File: src/rtl/core/signed_int_to_decimal_ascii_top_assert.svh
// Assertion macros shared by the RTL modules of the decimal text converter.
// Each macro expects signals named clk and rst in the module that uses it.
`ifndef SIGNED_INT_TO_DECIMAL_ASCII_TOP_ASSERT_SVH
`define SIGNED_INT_TO_DECIMAL_ASCII_TOP_ASSERT_SVH
`ifndef SYNTH
// Checked outside of reset.
`define SIDA_ASSERT(lbl, prop, msg) \
  lbl: assert property (@(posedge clk) disable iff (rst) (prop)) else $error(msg);
// Checked on every clock edge, reset included.
`define SIDA_ASSERT_ALWAYS(lbl, prop, msg) \
  lbl: assert property (@(posedge clk) (prop)) else $error(msg);
`else
`define SIDA_ASSERT(lbl, prop, msg)
`define SIDA_ASSERT_ALWAYS(lbl, prop, msg)
`endif
`endif

File: src/rtl/core/sida_pkg.sv
`timescale 1ns / 1ps
package sida_pkg;

  localparam int VALUE_W   = 32;
  localparam int NUM_DIGITS = 10;
  localparam int DIGIT_W   = 4;
  localparam int BCD_W     = NUM_DIGITS * DIGIT_W;
  localparam int BIT_CNT_W = $clog2(VALUE_W);
  localparam int IDX_W     = $clog2(NUM_DIGITS);
  localparam int LEN_W     = 4;

  localparam logic [7:0] CHAR_MINUS = 8'd45;
  localparam logic [7:0] CHAR_ZERO  = 8'd48;

  // Converter control states.
  typedef enum logic [1:0] {
    CONV_IDLE,
    CONV_RUN,
    CONV_DONE
  } conv_state_t;

  // Character emitter control states.
  typedef enum logic [1:0] {
    EMIT_IDLE,
    EMIT_SIGN,
    EMIT_DIGIT
  } emit_state_t;

  // Finished conversion handed from the converter to the emitter.
  typedef struct packed {
    logic [BCD_W-1:0] bcd;
    logic             negative;
  } conv_result_t;

endpackage

File: src/rtl/core/sida_bin2bcd.sv
`timescale 1ns / 1ps
`include "signed_int_to_decimal_ascii_top_assert.svh"
module sida_bin2bcd (
  input  logic                  clk,
  input  logic                  rst,
  input  logic                  in_valid,
  output logic                  in_ready,
  input  logic [sida_pkg::VALUE_W-1:0] value,
  output logic                  res_valid,
  input  logic                  res_ready,
  output sida_pkg::conv_result_t res
);

  sida_pkg::conv_state_t state;
  sida_pkg::conv_state_t state_next;

  logic [sida_pkg::VALUE_W-1:0]   mag;
  logic [sida_pkg::BCD_W-1:0]     bcd;
  logic [sida_pkg::BCD_W-1:0]     bcd_adj;
  logic [sida_pkg::BIT_CNT_W-1:0] count;
  logic                           negative;

  // Add three to every BCD digit of five or more before the next shift.
  always_comb begin
    for (int i = 0; i < sida_pkg::NUM_DIGITS; i++) begin
      if (bcd[i*sida_pkg::DIGIT_W +: sida_pkg::DIGIT_W] >= 4'd5) begin
        bcd_adj[i*sida_pkg::DIGIT_W +: sida_pkg::DIGIT_W] =
          bcd[i*sida_pkg::DIGIT_W +: sida_pkg::DIGIT_W] + 4'd3;
      end else begin
        bcd_adj[i*sida_pkg::DIGIT_W +: sida_pkg::DIGIT_W] =
          bcd[i*sida_pkg::DIGIT_W +: sida_pkg::DIGIT_W];
      end
    end
  end

  // State register.
  always_ff @(posedge clk) begin
    if (rst) begin
      state <= sida_pkg::CONV_IDLE;
    end else begin
      state <= state_next;
    end
  end

  // Next state and handshake outputs.
  always_comb begin
    state_next = state;
    in_ready   = 1'b0;
    res_valid  = 1'b0;
    unique case (state)
      sida_pkg::CONV_IDLE: begin
        in_ready = 1'b1;
        if (in_valid) begin
          state_next = sida_pkg::CONV_RUN;
        end
      end
      sida_pkg::CONV_RUN: begin
        if (count == '0) begin
          state_next = sida_pkg::CONV_DONE;
        end
      end
      sida_pkg::CONV_DONE: begin
        res_valid = 1'b1;
        if (res_ready) begin
          state_next = sida_pkg::CONV_IDLE;
        end
      end
      default: begin
        state_next = sida_pkg::CONV_IDLE;
      end
    endcase
  end

  // Magnitude shifts out one bit per cycle, most significant first, into the BCD digits.
  always_ff @(posedge clk) begin
    if (state == sida_pkg::CONV_IDLE && in_valid) begin
      negative <= value[sida_pkg::VALUE_W-1];
      mag      <= value[sida_pkg::VALUE_W-1] ? (~value + 1'b1) : value;
      bcd      <= '0;
      count    <= sida_pkg::BIT_CNT_W'(sida_pkg::VALUE_W - 1);
    end else if (state == sida_pkg::CONV_RUN) begin
      bcd   <= {bcd_adj[sida_pkg::BCD_W-2:0], mag[sida_pkg::VALUE_W-1]};
      mag   <= {mag[sida_pkg::VALUE_W-2:0], 1'b0};
      count <= count - 1'b1;
    end
  end

  assign res.bcd      = bcd;
  assign res.negative = negative;

  // The magnitude never exceeds 2147483648, so the top digit is at most two.
  `SIDA_ASSERT(a_top_digit_range, res_valid |-> (bcd[sida_pkg::BCD_W-1 -: 4] <= 4'd2), "top BCD digit out of range")
  // A result only appears after the last shift of a conversion.
  `SIDA_ASSERT(a_done_after_run, $rose(res_valid) |-> $past(state == sida_pkg::CONV_RUN), "result without conversion")
  // A waiting result holds until the emitter takes it.
  `SIDA_ASSERT(a_result_holds, (res_valid && !res_ready) |=> $stable(res), "result changed while waiting")

endmodule

File: src/rtl/core/sida_emit.sv
`timescale 1ns / 1ps
`include "signed_int_to_decimal_ascii_top_assert.svh"
module sida_emit (
  input  logic                  clk,
  input  logic                  rst,
  input  logic                  res_valid,
  output logic                  res_ready,
  input  sida_pkg::conv_result_t res,
  output logic                  out_valid,
  input  logic                  out_ready,
  output logic [7:0]            character,
  output logic [sida_pkg::LEN_W-1:0] text_length,
  output logic                  is_last
);

  sida_pkg::emit_state_t state;
  sida_pkg::emit_state_t state_next;

  logic [sida_pkg::BCD_W-1:0] bcd;
  logic [sida_pkg::IDX_W-1:0] idx;
  logic [sida_pkg::IDX_W-1:0] top_idx;
  logic [sida_pkg::LEN_W-1:0] len;
  logic [sida_pkg::DIGIT_W-1:0] digit;

  // Position of the leading nonzero digit; zero keeps one digit.
  always_comb begin
    top_idx = '0;
    for (int i = 0; i < sida_pkg::NUM_DIGITS; i++) begin
      if (res.bcd[i*sida_pkg::DIGIT_W +: sida_pkg::DIGIT_W] != '0) begin
        top_idx = sida_pkg::IDX_W'(i);
      end
    end
  end

  // State register.
  always_ff @(posedge clk) begin
    if (rst) begin
      state <= sida_pkg::EMIT_IDLE;
    end else begin
      state <= state_next;
    end
  end

  // Next state and handshake outputs.
  always_comb begin
    state_next = state;
    res_ready  = 1'b0;
    out_valid  = 1'b0;
    unique case (state)
      sida_pkg::EMIT_IDLE: begin
        res_ready = 1'b1;
        if (res_valid) begin
          state_next = res.negative ? sida_pkg::EMIT_SIGN : sida_pkg::EMIT_DIGIT;
        end
      end
      sida_pkg::EMIT_SIGN: begin
        out_valid = 1'b1;
        if (out_ready) begin
          state_next = sida_pkg::EMIT_DIGIT;
        end
      end
      sida_pkg::EMIT_DIGIT: begin
        out_valid = 1'b1;
        if (out_ready && idx == '0) begin
          state_next = sida_pkg::EMIT_IDLE;
        end
      end
      default: begin
        state_next = sida_pkg::EMIT_IDLE;
      end
    endcase
  end

  // Digits are stepped from the leading one down to the units digit.
  always_ff @(posedge clk) begin
    if (state == sida_pkg::EMIT_IDLE && res_valid) begin
      bcd <= res.bcd;
      idx <= top_idx;
      len <= sida_pkg::LEN_W'(top_idx) + 1'b1 + sida_pkg::LEN_W'(res.negative);
    end else if (state == sida_pkg::EMIT_DIGIT && out_ready && idx != '0) begin
      idx <= idx - 1'b1;
    end
  end

  assign digit       = bcd[{idx, 2'b00} +: sida_pkg::DIGIT_W];
  assign character   = (state == sida_pkg::EMIT_SIGN) ? sida_pkg::CHAR_MINUS
                                                      : sida_pkg::CHAR_ZERO + {4'b0000, digit};
  assign text_length = len;
  assign is_last     = (state == sida_pkg::EMIT_DIGIT) && (idx == '0);

  // Every character is a minus sign or a decimal digit.
  `SIDA_ASSERT(a_char_range, out_valid |-> (character == sida_pkg::CHAR_MINUS || (character >= 8'd48 && character <= 8'd57)), "bad character")
  // The text length stays within one to eleven characters.
  `SIDA_ASSERT(a_len_range, out_valid |-> (text_length >= 4'd1 && text_length <= 4'd11), "bad text length")
  // The output goes quiet right after the last character of a text is taken.
  `SIDA_ASSERT(a_last_ends, (out_valid && out_ready && is_last) |=> !out_valid, "output after last character")

endmodule

File: src/rtl/core/signed_int_to_decimal_ascii_top.sv
// Converts a 32-bit two's complement integer into its decimal ASCII text, one
// character per output request, most significant first, with a leading minus
// sign for negative values; every character carries the total text length
// and a last-character flag. The magnitude is converted bit serially
// (shift and add-three over ten BCD digits) once the input request is
// accepted; the emitter then sends one character per cycle while out_ready
// is high, up to 11 for the most negative value. A new input is taken as
// soon as the converter has handed its digits to the emitter, so conversion
// of one value overlaps the output of the previous one and the sustained
// rate is set by the 32-step conversion loop.
`timescale 1ns / 1ps
module signed_int_to_decimal_ascii_top (
  input  logic        clk,
  input  logic        rst,
  input  logic        in_valid,
  output logic        in_ready,
  input  logic [31:0] value,
  output logic        out_valid,
  input  logic        out_ready,
  output logic [7:0]  character,
  output logic [3:0]  text_length,
  output logic        is_last
);

  sida_pkg::conv_result_t res;
  logic                   res_valid;
  logic                   res_ready;

  // Bit-serial binary to BCD conversion.
  sida_bin2bcd u_bin2bcd (
    .clk       (clk),
    .rst       (rst),
    .in_valid  (in_valid),
    .in_ready  (in_ready),
    .value     (value),
    .res_valid (res_valid),
    .res_ready (res_ready),
    .res       (res)
  );

  // Character output, one character per request.
  sida_emit u_emit (
    .clk         (clk),
    .rst         (rst),
    .res_valid   (res_valid),
    .res_ready   (res_ready),
    .res         (res),
    .out_valid   (out_valid),
    .out_ready   (out_ready),
    .character   (character),
    .text_length (text_length),
    .is_last     (is_last)
  );

endmodule
File: config.mk
export PLATFORM = sky130hd
export DESIGN_NAME = signed_int_to_decimal_ascii_top
export DESIGN_NICKNAME = d
export VERILOG_FILES = /design/src/rtl/core/sida_pkg.sv /design/src/rtl/core/sida_bin2bcd.sv /design/src/rtl/core/sida_emit.sv /design/src/rtl/core/signed_int_to_decimal_ascii_top.sv
export VERILOG_INCLUDE_DIRS = /design/src /design/src/rtl/core
export SDC_FILE = /design/constraint.sdc
export NUM_CORES = 1
export LEC_CHECK = 0
export ABC_CLOCK_PERIOD_IN_PS = 2950
export BUFFER_PORTS_ARGS = -buffer_cell sky130_fd_sc_hd__buf_2
export CAP_MARGIN = 10
export CELL_PAD_IN_SITES_DETAIL_PLACEMENT = 0
export CELL_PAD_IN_SITES_GLOBAL_PLACEMENT = 1
export CORE_MARGIN = 3
export CORE_UTILIZATION = 39
export DETAILED_ROUTE_END_ITERATION = 10
export GPL_TIMING_DRIVEN = 0
export PLACE_DENSITY_LB_ADDON = 0.08
export SYNTH_ARGS = -nofsm -noshare
export SYNTH_HDL_FRONTEND = slang
export SYNTH_HIERARCHICAL = 1
export SYNTH_SLANG_ARGS = --single-unit
File: constraint.sdc
create_clock -name clk -period 2.95 [get_ports clk]
set_input_delay 0.1475 -clock clk [delete_from_list [all_inputs] [get_ports clk]]
set_output_delay 0.1475 -clock clk [all_outputs]
set_load 0.01 [all_outputs]
==> impl_summary.log <==
[metrics] TritonCTS Buffers: 17
[metrics] PwrDens: 596 nW/um^2
[metrics] DRC marker count from the first detailed-route iteration: 249
[metrics] mean area per synthesized cell: 10.3 sq um
[metrics] multi-input combinational cell area: 2990 sq um
[metrics] actual transition at the worst max-transition pin: 0.933 ns
[metrics] I/O Buffers: 47
[metrics] count of final max-slew check failures: 0
[metrics] Synth warnings: 6
[metrics] chain of cells forming the critical path: nor2b_1, nand2_1, inv_2, mux2_2, o31a_1
[metrics] row cnt: 47
[metrics] maximum fanout along the worst path: 48
[metrics] final instance area: 7850 sq um
[metrics] master cell of the clock root buffer: sky130_fd_sc_hd__clkbuf_16
[metrics] synthesis-stage register bit count: 130
[metrics] critical setup path kind: reg2reg
[metrics] Synth Cell Area: 6680 sq um
[metrics] setup repair after global routing missed its margin: no
[metrics] kind of launch point of the worst setup path: flip-flop
[metrics] vias in the first global route: 4700
[metrics] time the final worst path needs with I/O delays and setup: 2.49 ns
[metrics] Storage cell area: 3410 sq um
[metrics] outcome: finished, final reports clean
[metrics] worst hold-check slack: 0.0925 ns
[metrics] synthesized netlist cell count: 646
[metrics] async set-reset flop share out of synthesis: 0
[metrics] endpoint kind of the worst setup timing path: flip-flop
[metrics] residual DRC count: 0
[metrics] slowest stage delay, CP: 0.74 ns
[metrics] reported leakage power: 2.93 nW
[metrics] data arrival time of the critical path: 2.65 ns
[metrics] Final period util: 0.845
[metrics] total wire length after detailed routing: 15100 um
[metrics] layout cell share with drive strength beyond 1: 0.152
[metrics] core region area: 16700 sq um
[metrics] antenna violation net count after detailed routing: 0
[metrics] CTS max path bufs: 2
[metrics] n_diodes: 0
[metrics] Max Cap Violations: 0
[metrics] CP max stage cell: sky130_fd_sc_hd__inv_2
[metrics] dpl ws: 0.460 ns
[metrics] TritonCTS sink count: 130
[metrics] routability congestion estimate from global placement: 0.789
[metrics] worst clock skew: 0.00844 ns
[metrics] WL per Instance: 15.9 um
[metrics] total number of vias: 4880
[metrics] setup TNS: 0 ns
[metrics] CTS tree: done
[metrics] Max H-tree Level: 4
[metrics] post-CTS clock slew at the launch and capture registers of the worst setup and hold paths: 0.06 ns
[metrics] most common cell after layout, fill and taps aside: sky130_fd_sc_hd__edfxtp_1
[metrics] Setup Viol. Count Final: 0
[metrics] dpl cell area: 7210 sq um
[metrics] commonest cells after routing, fill and taps aside: sky130_fd_sc_hd__edfxtp_1 (81), sky130_fd_sc_hd__o21ai_0 (73), sky130_fd_sc_hd__nand2_1 (64)
[metrics] final net count: 782
[metrics] die outline height: 137 um
[metrics] worst path required time: 3.11 ns
[metrics] post-synthesis cell type count: 50
[metrics] Via density: 5.14
[metrics] peak supply drop: 0.000415 V
[metrics] Most used DFF post-synth: sky130_fd_sc_hd__edfxtp_1
[metrics] area of the die: 18700 sq um
[metrics] Post-synth EDFFs: 81
[metrics] global-route wire length before repair: 24500 um
[metrics] Crit path buffers/inverters: 1
[metrics] Worst Hold Class: in2reg
[metrics] initial cell density of the core: 0.400
[metrics] Final Worst Setup Slack: 0.457 ns
[metrics] Top delay family on crit path: buffers and inverters
[metrics] Layout area overhead: 17.5%
[metrics] Die X-Extent: 137 um
[metrics] normalized max-slew margin: 0.377
[metrics] GRT Residual Overflow: 0
[metrics] number of antenna violations at the first check in global routing: 0
[metrics] post-layout util: 0.470
[metrics] fraction of the yosys area taken by sequential cells: 0.511
[metrics] pin count of the biggest net entering global routing: 49
[metrics] peak clock frequency supported by timing: 401 MHz
[metrics] Post-CTS Setup Bufs: 0
[metrics] filler cell count in the final layout: 1609
[metrics] clock latency on the worst-skew pair: 0.41 ns
[metrics] number of endpoints with negative hold slack in the final report: 0
[metrics] ports placed on the boundary: 51
[metrics] hpwl dp: 11300 um
[metrics] Total GRT Usage: 0.169
[metrics] 1st-pass router iterations: 4
[state kept, by name, summed over array words and instances (netlist names)]
name                flops
u_bin2bcd/bcd          40
u_bin2bcd/count         5
u_bin2bcd/mag          32
u_bin2bcd/negative      1
u_bin2bcd/state         2
u_emit/bcd             40
u_emit/idx              4
u_emit/state            2
u_emit/text_length      4
[final cells by class]
cell class              count  area share
plain buffers              31      0.0175
flip-flops and latches    130       0.435
clock inverters            15      0.0233
multi-input cells         448       0.381
well taps                 220      0.0351
inverters                  38      0.0182
clock buffers              17      0.0542
repair buffers             51      0.0357
[worst register-to-register path, delay by kind of cell, from the launching register on]
kind,cells,cell delay [ns]
flops,1,0.37
mux,1,0.43
buf+inv,1,0.74
simple gates,2,0.59
compound gates,1,0.10
[cell usage after synthesis, types with 2 or more instances]
library cell / count / area share
sky130_fd_sc_hd__nand2b_1: 12 / 0.011
sky130_fd_sc_hd__o41ai_1: 5 / 0.0066
sky130_fd_sc_hd__inv_1: 38 / 0.021
sky130_fd_sc_hd__nor2b_1: 7 / 0.0066
sky130_fd_sc_hd__nor3_1: 2 / 0.0015
sky130_fd_sc_hd__edfxtp_1: 81 / 0.36
sky130_fd_sc_hd__a22oi_1: 3 / 0.0034
sky130_fd_sc_hd__xnor2_1: 16 / 0.021
sky130_fd_sc_hd__or3_1: 2 / 0.0019
sky130_fd_sc_hd__buf_2: 2 / 0.0015
sky130_fd_sc_hd__ha_1: 29 / 0.054
sky130_fd_sc_hd__o21ai_1: 5 / 0.0037
sky130_fd_sc_hd__nand3_1: 36 / 0.027
sky130_fd_sc_hd__nor2_1: 34 / 0.019
sky130_fd_sc_hd__a211oi_1: 3 / 0.0034
sky130_fd_sc_hd__nand2_1: 64 / 0.036
sky130_fd_sc_hd__o211ai_1: 2 / 0.0022
sky130_fd_sc_hd__mux2i_1: 2 / 0.0030
sky130_fd_sc_hd__o32ai_1: 9 / 0.012
sky130_fd_sc_hd__mux2_2: 5 / 0.0084
sky130_fd_sc_hd__o31ai_1: 15 / 0.017
sky130_fd_sc_hd__clkbuf_1: 22 / 0.012
sky130_fd_sc_hd__a31oi_1: 3 / 0.0028
sky130_fd_sc_hd__a21oi_1: 39 / 0.029
sky130_fd_sc_hd__nor3b_1: 3 / 0.0034
sky130_fd_sc_hd__buf_1: 2 / 0.0011
sky130_fd_sc_hd__o21ai_0: 73 / 0.055
sky130_fd_sc_hd__and2_1: 2 / 0.0019
sky130_fd_sc_hd__xor2_1: 36 / 0.047
sky130_fd_sc_hd__buf_4: 5 / 0.0056
sky130_fd_sc_hd__o41ai_2: 2 / 0.0049
sky130_fd_sc_hd__dfxtp_1: 49 / 0.15
sky130_fd_sc_hd__nor4_2: 2 / 0.0037
sky130_fd_sc_hd__mux4_2: 8 / 0.027
sky130_fd_sc_hd__nor4_1: 12 / 0.011
sky130_fd_sc_hd__conb_1: 2 / 0.0011
[where the power goes]
part	internal, mW	total (mW)	leakage, nW	switching [mW]
registers	2.04	2.10	1.17	0.0626
clock network	1.34	2.14	0.287	0.801
logic	0.165	0.435	1.48	0.270
total	3.54	4.68	2.93	1.13
[final timing paths]
check / startpoint / endpoint / slack, ns / cells past startpoint
worst max register to register: u_bin2bcd/state[1] / u_emit/idx[0] / 0.46 / 5
worst max-delay path: u_bin2bcd/state[1] / u_emit/idx[0] / 0.46 / 5
worst min-delay path: value[0] / u_bin2bcd/mag[0] / 0.09 / 3
worst min register to register: u_bin2bcd/mag[31] / u_bin2bcd/bcd[0] / 0.48 / 2
[cell families after synthesis]
logic type                 count (synthesis)  share of synthesized area
AOI/OAI and AO/OA                        165                      0.148
xor gates and xnor gates                  52                     0.0682
adders and majority gates                 29                     0.0543
buffers and inverters                     69                     0.0419
DFF                                      130                      0.511
muxes                                     15                     0.0384
other                                      2                    0.00112
and+or+nand+nor                          184                      0.138
[metal layers]
layer | vias up | routed length, um | track usage
met2 | 109 | 7240 | 0.278
met1 | 2279 | 7040 | 0.222
met3 | 13 | 635 | 0.0386
li1 | 2479 | - | -
met5 | - | 0 | 0
met4 | 0 | 170 | 0.0549
[per-stage QoR]
| step | total power [mW] | std cells |
|---|---|---|
| finish | 4.68 | 950 |
| global route | 4.89 | 950 |
| CTS | 4.74 | 950 |
| detailed placement | 2.58 | 915 |
| global placement | 2.56 | 914 |
| floorplan | 2.40 | 647 |
[repair_timing]
action                    in CTS  in global routing
gates resized for setup        0                  0
hold endpoints to repair       4                  0
hold buffers                   3                  0
Note: power is estimated with default switching activity, not from simulation.
